## src/hw/rtl/hqi_pkg.sv

```systemverilog
// Package for the histogram quantile interpolator: constants, types, enums.
package hqi_pkg;

	localparam int QUANTILE_COUNT = 5;
	localparam int EDGE_BITS      = 32;

	localparam int REG_COUNT = 5;
	localparam int CFG_IDX_W = 3;
	localparam int THR_W     = 16;
	localparam int WEIGHT_W  = 16;
	localparam int EDGE_IN_W = 32;
	localparam int OUT_IDX_W = 3;
	localparam int SUM_W     = 20;

	localparam int EDGE_W     = (EDGE_BITS > 32) ? 32 : ((EDGE_BITS < 2) ? 2 : EDGE_BITS);
	localparam int QW         = $clog2(QUANTILE_COUNT + 1);
	localparam int THR_IDX_W  = $clog2(REG_COUNT);
	localparam int NUM_W      = SUM_W + 1;
	localparam int DIFF_W     = EDGE_W + 1;
	localparam int PROD_W     = NUM_W + DIFF_W;
	localparam int AW         = PROD_W + 1;
	localparam int CNT_W      = $clog2(PROD_W);

	localparam logic [THR_W-1:0] THR_SPARE = '1;
	localparam logic [THR_W-1:0] THR_RESET [REG_COUNT] = '{
		16'd1494, 16'd10401, 16'd32768, 16'd55135, 16'd64042
	};

	typedef enum logic [2:0] {
		ST_IDLE,
		ST_SCAN,
		ST_PEEK,
		ST_CALC,
		ST_EMIT
	} hqi_state_t;

	typedef enum logic [2:0] {
		U_IDLE,
		U_MUL,
		U_DIV,
		U_NEG,
		U_BASE,
		U_DONE
	} hqi_ust_t;

	typedef struct packed {
		logic                     start;
		logic signed [NUM_W-1:0]  num;
		logic signed [DIFF_W-1:0] diff;
		logic [SUM_W-1:0]         den;
		logic signed [EDGE_W-1:0] base;
	} hqi_mdreq_t;

	typedef struct packed {
		logic                     done;
		logic signed [EDGE_W-1:0] value;
	} hqi_mdrsp_t;

endpackage

```

## src/hw/rtl/hqi_thr_regs.sv

```systemverilog
// Threshold register file with one read port.
module hqi_thr_regs (
	input  logic                         clk,
	input  logic                         arst_n,
	input  logic                         cfg_valid,
	input  logic [hqi_pkg::CFG_IDX_W-1:0] cfg_index,
	input  logic [hqi_pkg::THR_W-1:0]     cfg_data,
	input  logic [hqi_pkg::QW-1:0]        rd_idx,
	output logic [hqi_pkg::THR_W-1:0]     thr_rd
);
	import hqi_pkg::*;

	localparam int RX_W = (QW > THR_IDX_W) ? QW : THR_IDX_W;

	logic [THR_W-1:0] thr_q [REG_COUNT];
	logic [RX_W-1:0]  idx_x;

	always_ff @(posedge clk or negedge arst_n) begin
		if (!arst_n) begin
			for (int i = 0; i < REG_COUNT; i++) begin
				thr_q[i] <= THR_RESET[i];
			end
		end else if (cfg_valid && (cfg_index < CFG_IDX_W'(REG_COUNT))) begin
			thr_q[cfg_index[THR_IDX_W-1:0]] <= cfg_data;
		end
	end

	// slots past the register list read as full scale
	assign idx_x  = RX_W'(rd_idx);
	assign thr_rd = (idx_x < RX_W'(REG_COUNT)) ? thr_q[idx_x[THR_IDX_W-1:0]] : THR_SPARE;

endmodule

```

## src/hw/rtl/hqi_muldiv.sv

```systemverilog
// Iterative multiply, floor divide and offset unit around one shared adder.
module hqi_muldiv (
	input  logic                clk,
	input  logic                arst_n,
	input  hqi_pkg::hqi_mdreq_t req,
	output hqi_pkg::hqi_mdrsp_t rsp
);
	import hqi_pkg::*;

	localparam logic signed [AW-1:0] V_HI = AW'((64'sd1 <<< (EDGE_W - 1)) - 64'sd1);
	localparam logic signed [AW-1:0] V_LO = ~V_HI;

	hqi_ust_t st_q, st_d;

	logic [AW-1:0]     acc_q;
	logic [AW-1:0]     mcand_q;
	logic [NUM_W-1:0]  mul_a_q;
	logic [SUM_W-1:0]  rem_q;
	logic [SUM_W-1:0]  den_q;
	logic signed [EDGE_W-1:0] base_q;
	logic              neg_q;
	logic [CNT_W-1:0]  cnt_q;

	logic [AW-1:0]     add_a, add_b, add_sum;
	logic              add_cin;
	logic [NUM_W-1:0]  num_mag;
	logic [DIFF_W-1:0] diff_mag;
	logic signed [AW-1:0] acc_s;

	assign num_mag  = req.num[NUM_W-1] ? NUM_W'(-req.num) : NUM_W'(req.num);
	assign diff_mag = req.diff[DIFF_W-1] ? DIFF_W'(-req.diff) : DIFF_W'(req.diff);
	assign add_sum  = add_a + add_b + AW'(add_cin);
	assign acc_s    = $signed(acc_q);

	// next state
	always_comb begin
		st_d = st_q;
		unique case (st_q)
			U_IDLE: if (req.start) st_d = U_MUL;
			U_MUL:  if (cnt_q == CNT_W'(NUM_W - 1)) st_d = U_DIV;
			U_DIV: begin
				if (cnt_q == CNT_W'(PROD_W - 1)) st_d = neg_q ? U_NEG : U_BASE;
			end
			U_NEG:  st_d = U_BASE;
			U_BASE: st_d = U_DONE;
			U_DONE: st_d = U_IDLE;
			default: st_d = U_IDLE;
		endcase
	end

	// adder operands and response
	always_comb begin
		add_a     = '0;
		add_b     = '0;
		add_cin   = 1'b0;
		rsp.done  = 1'b0;
		rsp.value = acc_s[EDGE_W-1:0];
		if (acc_s > V_HI) begin
			rsp.value = EDGE_W'(V_HI);
		end else if (acc_s < V_LO) begin
			rsp.value = EDGE_W'(V_LO);
		end
		unique case (st_q)
			U_MUL: begin
				add_a = acc_q;
				add_b = mcand_q;
			end
			U_DIV: begin
				add_a   = AW'({rem_q, acc_q[PROD_W-1]});
				add_b   = ~AW'(den_q);
				add_cin = 1'b1;
			end
			U_NEG: begin
				// -(q + r!=0) = ~q + (r==0)
				add_a   = ~acc_q;
				add_cin = (rem_q == '0);
			end
			U_BASE: begin
				add_a = acc_q;
				add_b = AW'(base_q);
			end
			U_DONE: rsp.done = 1'b1;
			default: ;
		endcase
	end

	always_ff @(posedge clk or negedge arst_n) begin
		if (!arst_n) begin
			st_q  <= U_IDLE;
			cnt_q <= '0;
		end else begin
			st_q <= st_d;
			if (st_q != st_d) begin
				cnt_q <= '0;
			end else if (st_q == U_MUL || st_q == U_DIV) begin
				cnt_q <= cnt_q + CNT_W'(1);
			end
		end
	end

	always_ff @(posedge clk) begin
		unique case (st_q)
			U_IDLE: begin
				if (req.start) begin
					acc_q   <= '0;
					mcand_q <= AW'(diff_mag);
					mul_a_q <= num_mag;
					rem_q   <= '0;
					den_q   <= req.den;
					base_q  <= req.base;
					neg_q   <= req.num[NUM_W-1] ^ req.diff[DIFF_W-1];
				end
			end
			U_MUL: begin
				if (mul_a_q[0]) acc_q <= add_sum;
				mcand_q <= mcand_q << 1;
				mul_a_q <= mul_a_q >> 1;
			end
			U_DIV: begin
				// restoring step: quotient bits shift in as product bits shift out
				if (!add_sum[AW-1]) begin
					rem_q <= add_sum[SUM_W-1:0];
					acc_q <= {1'b0, acc_q[PROD_W-2:0], 1'b1};
				end else begin
					rem_q <= {rem_q[SUM_W-2:0], acc_q[PROD_W-1]};
					acc_q <= {1'b0, acc_q[PROD_W-2:0], 1'b0};
				end
			end
			U_NEG:  acc_q <= add_sum;
			U_BASE: acc_q <= add_sum;
			default: ;
		endcase
	end

endmodule

```

## src/hw/rtl/histogram_quantile_interpolator_top.sv

```systemverilog
// Top level of the histogram quantile interpolator: sequencer, running state, ports.
// Bins are taken one request at a time: in_ready stays low until the current bin is done.
// A quantile taken as the bin edge passes the scan and peek states before it is offered.
// An interpolated quantile also waits in the calc state: 21 multiply steps, 54 divide steps,
// plus a negate step for a negative quotient, then offset and hand-off, all on one 55-bit adder.
// Reset: thresholds take their defaults, sums, previous edge and quantile index clear.
module histogram_quantile_interpolator_top (
	input  logic                                clk,
	input  logic                                arst_n,
	input  logic                                in_valid,
	output logic                                in_ready,
	input  logic [hqi_pkg::WEIGHT_W-1:0]         bin_weight,
	input  logic signed [hqi_pkg::EDGE_IN_W-1:0] bin_edge,
	input  logic                                first_bin,
	input  logic                                last_bin,
	output logic                                out_valid,
	input  logic                                out_ready,
	output logic [hqi_pkg::OUT_IDX_W-1:0]        quantile_index,
	output logic signed [hqi_pkg::EDGE_IN_W-1:0] quantile_value,
	output logic                                reached,
	output logic                                last_of_run,
	input  logic                                cfg_valid,
	output logic                                cfg_ready,
	input  logic [hqi_pkg::CFG_IDX_W-1:0]        cfg_index,
	input  logic [hqi_pkg::THR_W-1:0]            cfg_data
);
	import hqi_pkg::*;

	hqi_state_t state_q, state_d;

	// running histogram state
	logic [SUM_W-1:0]         rs_q;
	logic [SUM_W-1:0]         ps_q;
	logic signed [EDGE_W-1:0] pe_q;
	logic [QW-1:0]            nq_q;

	// current bin request
	logic signed [EDGE_W-1:0] edge_q;
	logic                     wnz_q;
	logic                     last_q;
	logic                     xdone_q;   // crossing phase over, only flushing remains
	logic                     use_unit_q;

	// output register
	logic [OUT_IDX_W-1:0]     out_idx_q;
	logic signed [EDGE_W-1:0] out_val_q;
	logic                     out_hit_q;
	logic                     out_last_q;

	logic [THR_W-1:0]         thr_rd;
	logic [SUM_W:0]           sum_c;
	logic [SUM_W-1:0]         rs_base;
	logic [SUM_W-1:0]         den_c;
	logic                     nq_lt_n;
	logic                     above_c;
	logic                     cross_c;
	logic                     flush_c;
	logic                     direct_c;
	logic                     md_start;

	hqi_mdreq_t md_req;
	hqi_mdrsp_t md_rsp;

	hqi_thr_regs u_thr (
		.clk       (clk),
		.arst_n    (arst_n),
		.cfg_valid (cfg_valid),
		.cfg_index (cfg_index),
		.cfg_data  (cfg_data),
		.rd_idx    (nq_q),
		.thr_rd    (thr_rd)
	);

	hqi_muldiv u_md (
		.clk    (clk),
		.arst_n (arst_n),
		.req    (md_req),
		.rsp    (md_rsp)
	);

	// saturating accumulate; a first mark restarts from zero
	assign rs_base = first_bin ? '0 : rs_q;
	assign sum_c   = (SUM_W + 1)'(rs_base) + (SUM_W + 1)'(bin_weight);

	// the threshold port always reads the pending quantile
	assign nq_lt_n  = (nq_q < QW'(QUANTILE_COUNT));
	assign above_c  = (rs_q > SUM_W'(thr_rd));
	assign cross_c  = nq_lt_n && wnz_q && !xdone_q && above_c;
	assign flush_c  = nq_lt_n && last_q;
	assign den_c    = rs_q - ps_q;
	assign direct_c = (ps_q == '0) || (den_c == '0);

	assign md_req.start = md_start;
	assign md_req.num   = NUM_W'(thr_rd) - NUM_W'(ps_q);
	assign md_req.diff  = DIFF_W'(edge_q) - DIFF_W'(pe_q);
	assign md_req.den   = den_c;
	assign md_req.base  = pe_q;

	// next state
	always_comb begin
		state_d = state_q;
		unique case (state_q)
			ST_IDLE: if (in_valid) state_d = ST_SCAN;
			ST_SCAN: begin
				priority if (cross_c) state_d = ST_PEEK;
				else if (flush_c)     state_d = ST_EMIT;
				else                  state_d = ST_IDLE;
			end
			ST_PEEK: state_d = use_unit_q ? ST_CALC : ST_EMIT;
			ST_CALC: if (md_rsp.done) state_d = ST_EMIT;
			ST_EMIT: if (out_ready) state_d = ST_SCAN;
			default: state_d = ST_IDLE;
		endcase
	end

	// outputs of the sequencer
	always_comb begin
		in_ready  = (state_q == ST_IDLE);
		out_valid = (state_q == ST_EMIT);
		md_start  = (state_q == ST_SCAN) && cross_c && !direct_c;
	end

	assign cfg_ready      = 1'b1;
	assign quantile_index = out_idx_q;
	assign quantile_value = EDGE_IN_W'(out_val_q);
	assign reached        = out_hit_q;
	assign last_of_run    = out_last_q;

	always_ff @(posedge clk or negedge arst_n) begin
		if (!arst_n) begin
			state_q <= ST_IDLE;
			rs_q    <= '0;
			ps_q    <= '0;
			pe_q    <= '0;
			nq_q    <= '0;
		end else begin
			state_q <= state_d;
			unique case (state_q)
				ST_IDLE: begin
					if (in_valid) begin
						if (first_bin) begin
							ps_q <= '0;
							pe_q <= '0;
							nq_q <= '0;
						end
						if (bin_weight != '0) begin
							rs_q <= sum_c[SUM_W] ? '1 : sum_c[SUM_W-1:0];
						end else begin
							rs_q <= rs_base;
						end
					end
				end
				ST_SCAN: begin
					if (cross_c || flush_c) begin
						nq_q <= nq_q + QW'(1);
					end else if (wnz_q) begin
						// request finished: this bin becomes the previous one
						ps_q <= rs_q;
						pe_q <= edge_q;
					end
				end
				default: ;
			endcase
		end
	end

	always_ff @(posedge clk) begin
		unique case (state_q)
			ST_IDLE: begin
				if (in_valid) begin
					edge_q  <= bin_edge[EDGE_W-1:0];
					wnz_q   <= (bin_weight != '0);
					last_q  <= last_bin;
					xdone_q <= 1'b0;
				end
			end
			ST_SCAN: begin
				priority if (cross_c) begin
					out_idx_q  <= OUT_IDX_W'(nq_q);
					out_hit_q  <= 1'b1;
					out_val_q  <= edge_q;
					use_unit_q <= !direct_c;
				end else if (flush_c) begin
					out_idx_q  <= OUT_IDX_W'(nq_q);
					out_hit_q  <= 1'b0;
					out_val_q  <= '0;
					out_last_q <= (nq_q == QW'(QUANTILE_COUNT - 1));
					xdone_q    <= 1'b1;
				end else begin
					xdone_q <= 1'b1;
				end
			end
			ST_PEEK: begin
				// nq_q already points past the crossing just taken
				out_last_q <= !(nq_lt_n && (last_q || above_c));
			end
			ST_CALC: begin
				if (md_rsp.done) out_val_q <= md_rsp.value;
			end
			default: ;
		endcase
	end

`ifndef ASSERT_OFF
	a_one_side: assert property (@(posedge clk) disable iff (!arst_n)
		!(in_ready && out_valid))
		else $error("input and output offered together");

	a_idx_range: assert property (@(posedge clk) disable iff (!arst_n)
		out_valid |-> ((OUT_IDX_W + 1)'(quantile_index) < (OUT_IDX_W + 1)'(QUANTILE_COUNT)))
		else $error("quantile index out of range");

	a_unreached_zero: assert property (@(posedge clk) disable iff (!arst_n)
		(out_valid && !reached) |-> (quantile_value == '0))
		else $error("unreached quantile carries a value");

	a_done_in_calc: assert property (@(posedge clk) disable iff (!arst_n)
		md_rsp.done |-> (state_q == ST_CALC))
		else $error("muldiv finished outside of calc");

	a_idx_advance: assert property (@(posedge clk) disable iff (!arst_n)
		(out_valid && out_ready) |=> (QW'(nq_q) == $past(nq_q)))
		else $error("quantile index moved during hand-off");
`endif

endmodule
```

## config.mk

```make
export PLATFORM = sky130hd
export DESIGN_NAME = histogram_quantile_interpolator_top
export DESIGN_NICKNAME = d
export VERILOG_FILES = /design/src/hw/rtl/hqi_pkg.sv /design/src/hw/rtl/hqi_thr_regs.sv /design/src/hw/rtl/hqi_muldiv.sv /design/src/hw/rtl/histogram_quantile_interpolator_top.sv
export SDC_FILE = /design/constraint.sdc
export NUM_CORES = 1
export LEC_CHECK = 0
export BUFFER_PORTS_ARGS = -buffer_cell sky130_fd_sc_hd__buf_2
export CAP_MARGIN = 20
export CORE_MARGIN = 8
export CORE_UTILIZATION = 50
export CTS_CLUSTER_DIAMETER = 200
export DETAILED_ROUTE_END_ITERATION = 10
export GPL_ROUTABILITY_DRIVEN = 1
export GPL_TIMING_DRIVEN = 0
export HOLD_SLACK_MARGIN = 0.15
export PLACE_DENSITY_LB_ADDON = 0.25
export SLEW_MARGIN = 25
export SYNTH_ARGS = -nofsm -noshare
export SYNTH_HDL_FRONTEND = slang
export SYNTH_SLANG_ARGS = --single-unit
export TNS_END_PERCENT = 30
```

## constraint.sdc

```tcl
create_clock -name clk -period 12.7 [get_ports clk]
set_clock_uncertainty 0.15 [all_clocks]
set_input_delay 0.635 -clock clk [delete_from_list [all_inputs] [get_ports clk]]
set_output_delay 0.635 -clock clk [all_outputs]
set_load 0.02 [all_outputs]
```

==> out/metrics.sh, run 1 <==
VIAS_PER_CELL=6.17
ENDPOINTS_FAILING_HOLD=0
SYNTH_FP_NETS=3310
ANTENNA_FOUND_INITIAL=2
FLOORPLAN.INITIALDENSITY=0.503
CLK_PIN_SLEW_WORST_SETUP_HOLD_PATHS_PS=60
CTSHOLDBUFFERS=35
YS_WARN_COUNT=0
SETUP-TNS-FINAL_PS=0
FIN_NETS=3517
MAX-CAP-VIOLATIONS=0
FINAL_COUNT_OF_NEGATIVE_SETUP_SLACK_ENDPOINTS=0
SYNTH_SEQ_AREA_SHARE=0.434
FINAL_ANTENNA_NET_COUNT=0
FIRST_PASS_GRT_WIRE_LENGTH_MM=139
TRITONCTS_NUM_SINKS=444
MULTI_INPUT_COMB_AREA_UM2=15200
YOSYS_MOST_USED_DFF='edfxtp_1'
POST-ROUTE-DRC-COUNT=0
SYNTH.LIB_CELLS_USED.DISTINCT=84
GLOBAL_ROUTE.USAGE.TOTAL=0.264
CLOCK_TREE.BUFFER_DEPTH=3
WORST_EP_REQUIRED_TIME_PS=12990
OUTCOME='finished, final reports clean'
SYNTHESIS.AREA_UM2=28900
GRT_SETUP_UNREPAIRED='false'
DIE_W_UM=257
CHIPHEIGHT_UM=257
INSERTION_DELAY_PS=610
LAYOUT.CORE_UTILIZATION=0.569
WORSTMARGINPINSLEW_PS=1090
FLOORPLAN.DIE_AREA_UM2=65800
REPORT.FINAL.SLEW_VIOL_COUNT=0
CLOCK_TREE.ROOT_CELL='clkbuf_16'
GRTUSAGEMET3=0.0377
CTS-BUFFERS-INSERTED=50
HOLD_PATH_CLASS='in -> reg'
SYNTHESIS.INSTANCES=3071
TIMING.SLEW.HEADROOM=0.271
POST_SYNTHESIS_CELL_TYPE_WITH_THE_LARGEST_COMBINED_AREA='edfxtp_1'
CRITICALPATHCATEGORY='reg -> reg'
GLOBALROUTE.TOTALOVERFLOW=0
PORTION_OF_SYNTHESIZED_CELL_AREA_OCCUPIED_BY_THE_LEADING_CELL_TYPE=0.288
CTS_TREE='built'
POST_DR_WIRELENGTH_CELL_UM=22.2
PERIOD_MINUS_SLACK_PS=7920
FINALWIRELENGTH_MM=90.5
NUMBER_OF_PLACEMENT_ROWS=88
IO_PINS=114
CTS.HTREE.LEVELS=2
POSTCTSRESIZEDCELLS=0
AREA.GROWTH.SYNTH_TO_FINAL_PCT=13.1
VIAS=25200
DETAIL_ROUTE.FIRST_PASS.ITERATIONS=7
SYN_AVG_CELL_AREA_UM2=9.42
GRT_MAX_DEGREE=87
FMAX_GHz=0.126
TIMING.CRITICAL_PATH.FANOUT_MAX=10
FIN_CRIT_SH=0.624
START_KIND='flop'
FIRST_GLOBAL_VIAS=24600
TIMING.HOLD.WS_PS=182
MET2_USAGE=0.448
FP.COREAREA_UM2=57500
NUMBER_OF_SYNTHESIZED_FLOPS_WITH_AN_ENABLE_PIN=277
POST_ROUTE_CELLS_DRIVE_ABOVE_1_SHARE=0.112
DETAILED_PLACE_HPWL_MM=68.9
GLOBALROUTE.BUSIESTLAYER='met2'
CRITICAL_PATH_ARRIVAL_PS=8220
YOSYS-TOP-CELLS-AREA='edfxtp_1 (29%), dfrtp_1 (12%), ha_1 (6.9%)'
PORT-BUFFER-COUNT=111
PLACEMENT.SETUP.WORST_SLACK_PS=4770
GLOBALROUTEMET1UTIL=0.336
CTS_SETUP_BUFFERS=0
ASYNC_FLOP_SHARE=0.376
PLACE.GP.CONGESTION=0.957
TIMING.CRITICAL_PATH.TO_TYPE='flop'
WORST_SLACK_PS=4780
FINAL.FILL_COUNT=5127
YS_FF_LATCH=444
DRTITER0DRC=2474
FLIP_FLOP_AND_LATCH_AREA_UM2=12500
cell families (layout without fill, tap and decap cells):
group,Yosys count,after routing,synth area share
adders and majority gates,165,165,0.0729
muxes,124,124,0.0534
AOI/OAI and AO/OA,933,933,0.204
other,1,3,0.000130
DFF,444,444,0.434
xor gates and xnor gates,145,145,0.0439
buffers and inverters,323,571,0.0421
and+or+nand+nor,936,936,0.150
area by class of cell:
cell class / instances / share of cell area
Antenna cell: 2 / 0.000153
Buffer: 156 / 0.0180
Clock buffer: 68 / 0.0434
Clock inverter: 25 / 0.00876
Inverter: 167 / 0.0193
Multi-Input combinational cell: 2304 / 0.465
Sequential cell: 444 / 0.383
Tap cell: 765 / 0.0293
Timing Repair Buffer: 155 / 0.0326
metal layers:
| metal | part of all wire | up-vias |
|---|---|---|
| met5 | 0 | - |
| met4 | 0.045 | 0 |
| met3 | 0.073 | 233 |
| met2 | 0.48 | 1070 |
| met1 | 0.41 | 12200 |
| li1 | - | 11700 |
state kept, by name, indices dropped and copies added, names as in the netlist, 3 cells and up:
register        count
u_md.cnt_q          6
quantile_value     32
state_q             3
u_md.base_q        32
u_md.st_q           3
u_thr.thr_q        80
nq_q                3
rs_q               20
u_md.rem_q         20
pe_q               32
u_md.acc_q         55
u_md.mcand_q       55
edge_q             32
ps_q               20
u_md.den_q         20
quantile_index      3
u_md.mul_a_q       21
path summary, 6_finish.rpt:
check / start / endpoint / slack (ps) / cells past startpoint
worst max-delay path: nq_q[0]$_DFFE_PN0P_ / ps_q[17]$_DFFE_PN0P_ / 4780 / 22
worst min-delay path: cfg_data[4] / u_thr.thr_q[52]$_DFFE_PN0P_ / 180 / 2
worst max register to register: nq_q[0]$_DFFE_PN0P_ / ps_q[17]$_DFFE_PN0P_ / 4780 / 22
worst min register to register: pe_q[20]$_DFFE_PN0P_ / u_md.base_q[20]$_DFFE_PP_ / 320 / 0
max in group asynchronous: arst_n / pe_q[5]$_DFFE_PN0P_ / 10990 / 3
min in group asynchronous: arst_n / u_thr.thr_q[39]$_DFFE_PN0P_ / 470 / 2
placed cells by master, fill, tap and decap left out, drive strengths merged, types with 63 or more instances in the layout:
cell type and instances:
a21o 70, xor2 63, buf 134, o21ai 259, edfxtp 277, mux2 83, nand2 415, clkbuf 210
a21oi 210, nor2 171, xnor2 82, o22ai 70, ha 159, inv 170, dfrtp 133
metrics by stage:
step | cells | cell area (um^2)
floorplan | 3071 | 28900
global placement | 3947 | 30400
finish | 4086 | 32700
detailed placement | 3956 | 30600
CTS | 4084 | 32700
global route | 4086 | 32700
Yosys cell counts, drive strengths merged, types with 7 or more instances:
cell type    n
a211oi      27
a21o        70
a21oi      210
a221oi       8
a22o        22
a22oi       55
a31oi       29
and2        17
and3        20
buf         14
clkbuf     142
dfrtp      133
dfstp       34
edfxtp     277
ha         159
inv        166
mux2        83
mux2i       25
mux4        16
nand2      415
nand2b      24
nand3       53
nand4       51
nor2       171
nor2b       36
nor3        56
nor4        26
o211ai      13
o21a        29
o21ai      259
o21bai      19
o22a        17
o22ai       70
o31a         9
o31ai       29
or2         10
or3         23
or4          7
xnor2       82
xor2        63
worst max-delay path, cell delays in order (launching register included):
cell and delay (ps):
dfrtp_1 400, clkbuf_1 680, clkbuf_1 730, inv_1 140
nand3_1 320, clkbuf_1 520, o22a_1 330, inv_1 70
ha_1 290, a21o_1 110, a21o_1 100, a21o_1 100
a21o_1 110, a21o_1 110, a21oi_1 60, o21a_1 170
or4b_2 600, clkbuf_1 480, inv_1 470, o31a_1 480
clkbuf_1 570, clkbuf_1 530, o21ai_0 210
Power of run 1 is not shown: default switching activity piles up to over one toggle a cycle in this logic, so the estimate is an artifact.
==> run 2: changes to the inputs <==
clock period = 6.5 ns   (was 12.7 ns; I/O delays follow)
==> run 2 against run 1 <==
Effect of this change:
- critical path depth is the same
- die area is the same
- worst setup slack lost 4500 ps
- critical endpoint is now u_md.acc_q[4]$_SDFFCE_PP0P_
- largest cell class unchanged
==> out/metrics.sh, run 2 (synthesized netlist as in run 1, its figures left out) <==
OUTCOME='finished, final reports clean'  # unchanged
CTS.HTREE.LEVELS=2  # unchanged
DP_CELLS=3958  # was 3,956
FIN_CRIT_SH=0.957  # was 0.624
CLOCK_TREE.BUFFER_DEPTH=3  # unchanged
FLOORPLAN.DIE_AREA_UM2=65800  # unchanged
ANTENNA_FOUND_INITIAL=1  # was 2
TIMING.SLEW.HEADROOM=0.308  # was 0.271
WORSTMARGINPINSLEW_PS=1010  # was 1090 ps
FINAL_CELL_COUNT_NO_FILL=4118  # was 4,086
CLK_PIN_SLEW_WORST_SETUP_HOLD_PATHS_PS=70  # was 60 ps
FP.COREAREA_UM2=57500  # unchanged
LARGEST_REGISTER_BY_FLOP_COUNT='u_thr.thr_q'  # unchanged
HOLD_PATH_CLASS='in -> reg'  # unchanged
FLOORPLAN.INITIALDENSITY=0.503  # unchanged
PLACEMENT.SETUP.WORST_SLACK_PS=-1310  # was 4770 ps
TIMING.CRITICAL_PATH.TO_TYPE='flop'  # unchanged
CTS-BUFFERS-INSERTED=51  # was 50
VIAS_PER_CELL=6.16  # was 6.17
FIRST_GLOBAL_VIAS=25100  # was 24,600
NUMBER_OF_PLACEMENT_ROWS=88  # unchanged
FIN_NETS=3548  # was 3,517
GLOBALROUTE.TOTALOVERFLOW=0  # unchanged
DIE_W_UM=257  # unchanged
PORT-BUFFER-COUNT=111  # unchanged
CTS_TREE='built'  # unchanged
LARGEST_REG_FLOPS=80  # unchanged
ENDPOINTS_FAILING_HOLD=0  # unchanged
MOSTFREQUENTLAYOUTCELL='nand2_1'  # unchanged
DRTITER0DRC=2309  # was 2,474
WORST_SLACK_PS=279  # was 4780 ps
PLACE.GP.CONGESTION=0.967  # was 0.957
LARGEST_REGISTERS='u_thr.thr_q (80), u_md.acc_q (55), u_md.mcand_q (55)'  # unchanged
CLOCK_TREE.ROOT_CELL='clkbuf_16'  # unchanged
CRITICALPATHCATEGORY='reg -> reg'  # unchanged
PERIOD_MINUS_SLACK_PS=6220  # was 7920 ps
IO_PINS=114  # unchanged
POST_ROUTE_CELLS_DRIVE_ABOVE_1_SHARE=0.121  # was 0.112
WORST_EP_REQUIRED_TIME_PS=6670  # was 12,990 ps
MAX-CAP-VIOLATIONS=0  # unchanged
PLACED_AREA_UM2=30700  # was 30,600 um^2
CRITICAL_PATH_ARRIVAL_PS=6390  # was 8220 ps
REPORT.FINAL.SLEW_VIOL_COUNT=0  # unchanged
FINAL_ANTENNA_NET_COUNT=0  # unchanged
FIRST_PASS_GRT_WIRE_LENGTH_MM=142  # was 139 mm
AREA.GROWTH.SYNTH_TO_FINAL_PCT=14.8  # was 13.1%
START_KIND='flop'  # unchanged
TIMING.CRITICAL_PATH.FANOUT_MAX=18  # was 10
INSERTION_DELAY_PS=610  # about the same
GLOBAL_ROUTE.USAGE.TOTAL=0.271  # was 0.264
FMAX_GHz=0.161  # was 0.126 GHz
POST_DR_WIRELENGTH_CELL_UM=22.4  # was 22.2 um
FINALWIRELENGTH_MM=92.3  # was 90.5 mm
TRITONCTS_NUM_SINKS=444  # unchanged
VIAS=25400  # was 25,200
FINAL_CELL_MIX='nand2_1 (413), edfxtp_1 (277), o21ai_0 (257)'  # was nand2_1 (414), edfxtp_1 (277), o21ai_0 (257)
FINAL_COUNT_OF_NEGATIVE_SETUP_SLACK_ENDPOINTS=0  # unchanged
POST-ROUTE-DRC-COUNT=0  # unchanged
DETAILED_PLACE_HPWL_MM=69.7  # was 68.9 mm
DESIGN_AREA_UM2=33200  # was 32,700 um^2
GRT_MAX_DEGREE=70  # was 87
DETAIL_ROUTE.FIRST_PASS.ITERATIONS=6  # was 7
CHIPHEIGHT_UM=257  # unchanged
GRT_SETUP_UNREPAIRED='true'  # was false
## run 2: cell types whose count changed in the layout (fill, tap and decap cells not counted), sizes merged
cell         previous run  this run
buf                   134       137
inv                   170       168
nand2                 415       416
bufinv                  5         4
clkinvlp                4         1
diode                   2         1
dlygate4sd3            35        61
clkbuf                210       219
## run 2: repair_timing
action	in CTS	in global routing
gates resized for setup	22	24
hold endpoints to repair	221	0
hold buffers	62	0
pin swaps	2	0
buffers inserted	1	0
cloned	1	0
endpoints found under the setup margin	376	228
## run 2: path summary, 6_finish.rpt
kind	from	to	slack, ps	cells after the start
setup reg to reg	nq_q[0]$_DFFE_PN0P_	u_md.acc_q[4]$_SDFFCE_PP0P_	280	22
setup / recovery	nq_q[0]$_DFFE_PN0P_	u_md.acc_q[4]$_SDFFCE_PP0P_	280	22
min in group asynchronous	arst_n	u_thr.thr_q[22]$_DFFE_PN1P_	210	2
max in group asynchronous	arst_n	pe_q[10]$_DFFE_PN0P_	5220	4
hold / removal	bin_weight[6]	rs_q[6]$_DFFE_PN0P_	180	5
hold reg to reg	pe_q[14]$_DFFE_PN0P_	u_md.base_q[14]$_DFFE_PP_	320	0
## run 2: area by class of cell
| class | instances | area (um^2) |
|---|---|---|
| fillers | 5104 | 24300 |
| multi-input cells | 2305 | 15300 |
| flip-flops and latches | 444 | 12500 |
| clock buffers | 77 | 1520 |
| repair buffers | 185 | 1400 |
| well taps | 765 | 957 |
| inverters | 167 | 634 |
| plain buffers | 155 | 614 |
| clock inverters | 19 | 219 |
| diodes | 1 | 2.50 |
## run 2: worst max-delay path: stages (launching register included)
cell and delay (ps):
dfrtp_1 420, clkbuf_2 390, clkbuf_4 360, inv_1 100, nand3_1 290, clkbuf_2 360
o22a_1 290, inv_1 60, ha_1 290, a21o_1 100, a21o_1 100, a21o_1 120
a21o_1 110, a21o_1 100, a21oi_1 70, o21a_1 190, or4b_2 910, nor2_2 430
a21oi_1 220, o22ai_4 260, buf_8 200, buf_16 180, buf_16 170
## run 2: through the flow
| step | utilization | TNS [ps] | hold slack, ps |
|---|---|---|---|
| after floorplan | - | -24070 | -121 |
| after global placement | 0.530 | -656840 | 311 |
| after detailed placement | 0.534 | -306160 | 90.9 |
| after CTS | 0.576 | 0 | 158 |
| after global routing | 0.578 | -342 | 201 |
| final | 0.578 | 0 | 175 |
## run 2: routing by layer
| layer | wire, um | track usage | vias to the layer above | share of wire |
|---|---|---|---|---|
| li1 | - | - | 11800 | - |
| met5 | 0 | 0 | - | 0 |
| met3 | 7030 | 0.0448 | 236 | 0.076 |
| met1 | 37400 | 0.345 | 12200 | 0.40 |
| met4 | 4300 | 0.119 | 0 | 0.047 |
| met2 | 43600 | 0.452 | 1098 | 0.47 |
Power of run 2 is left out for the same reason.
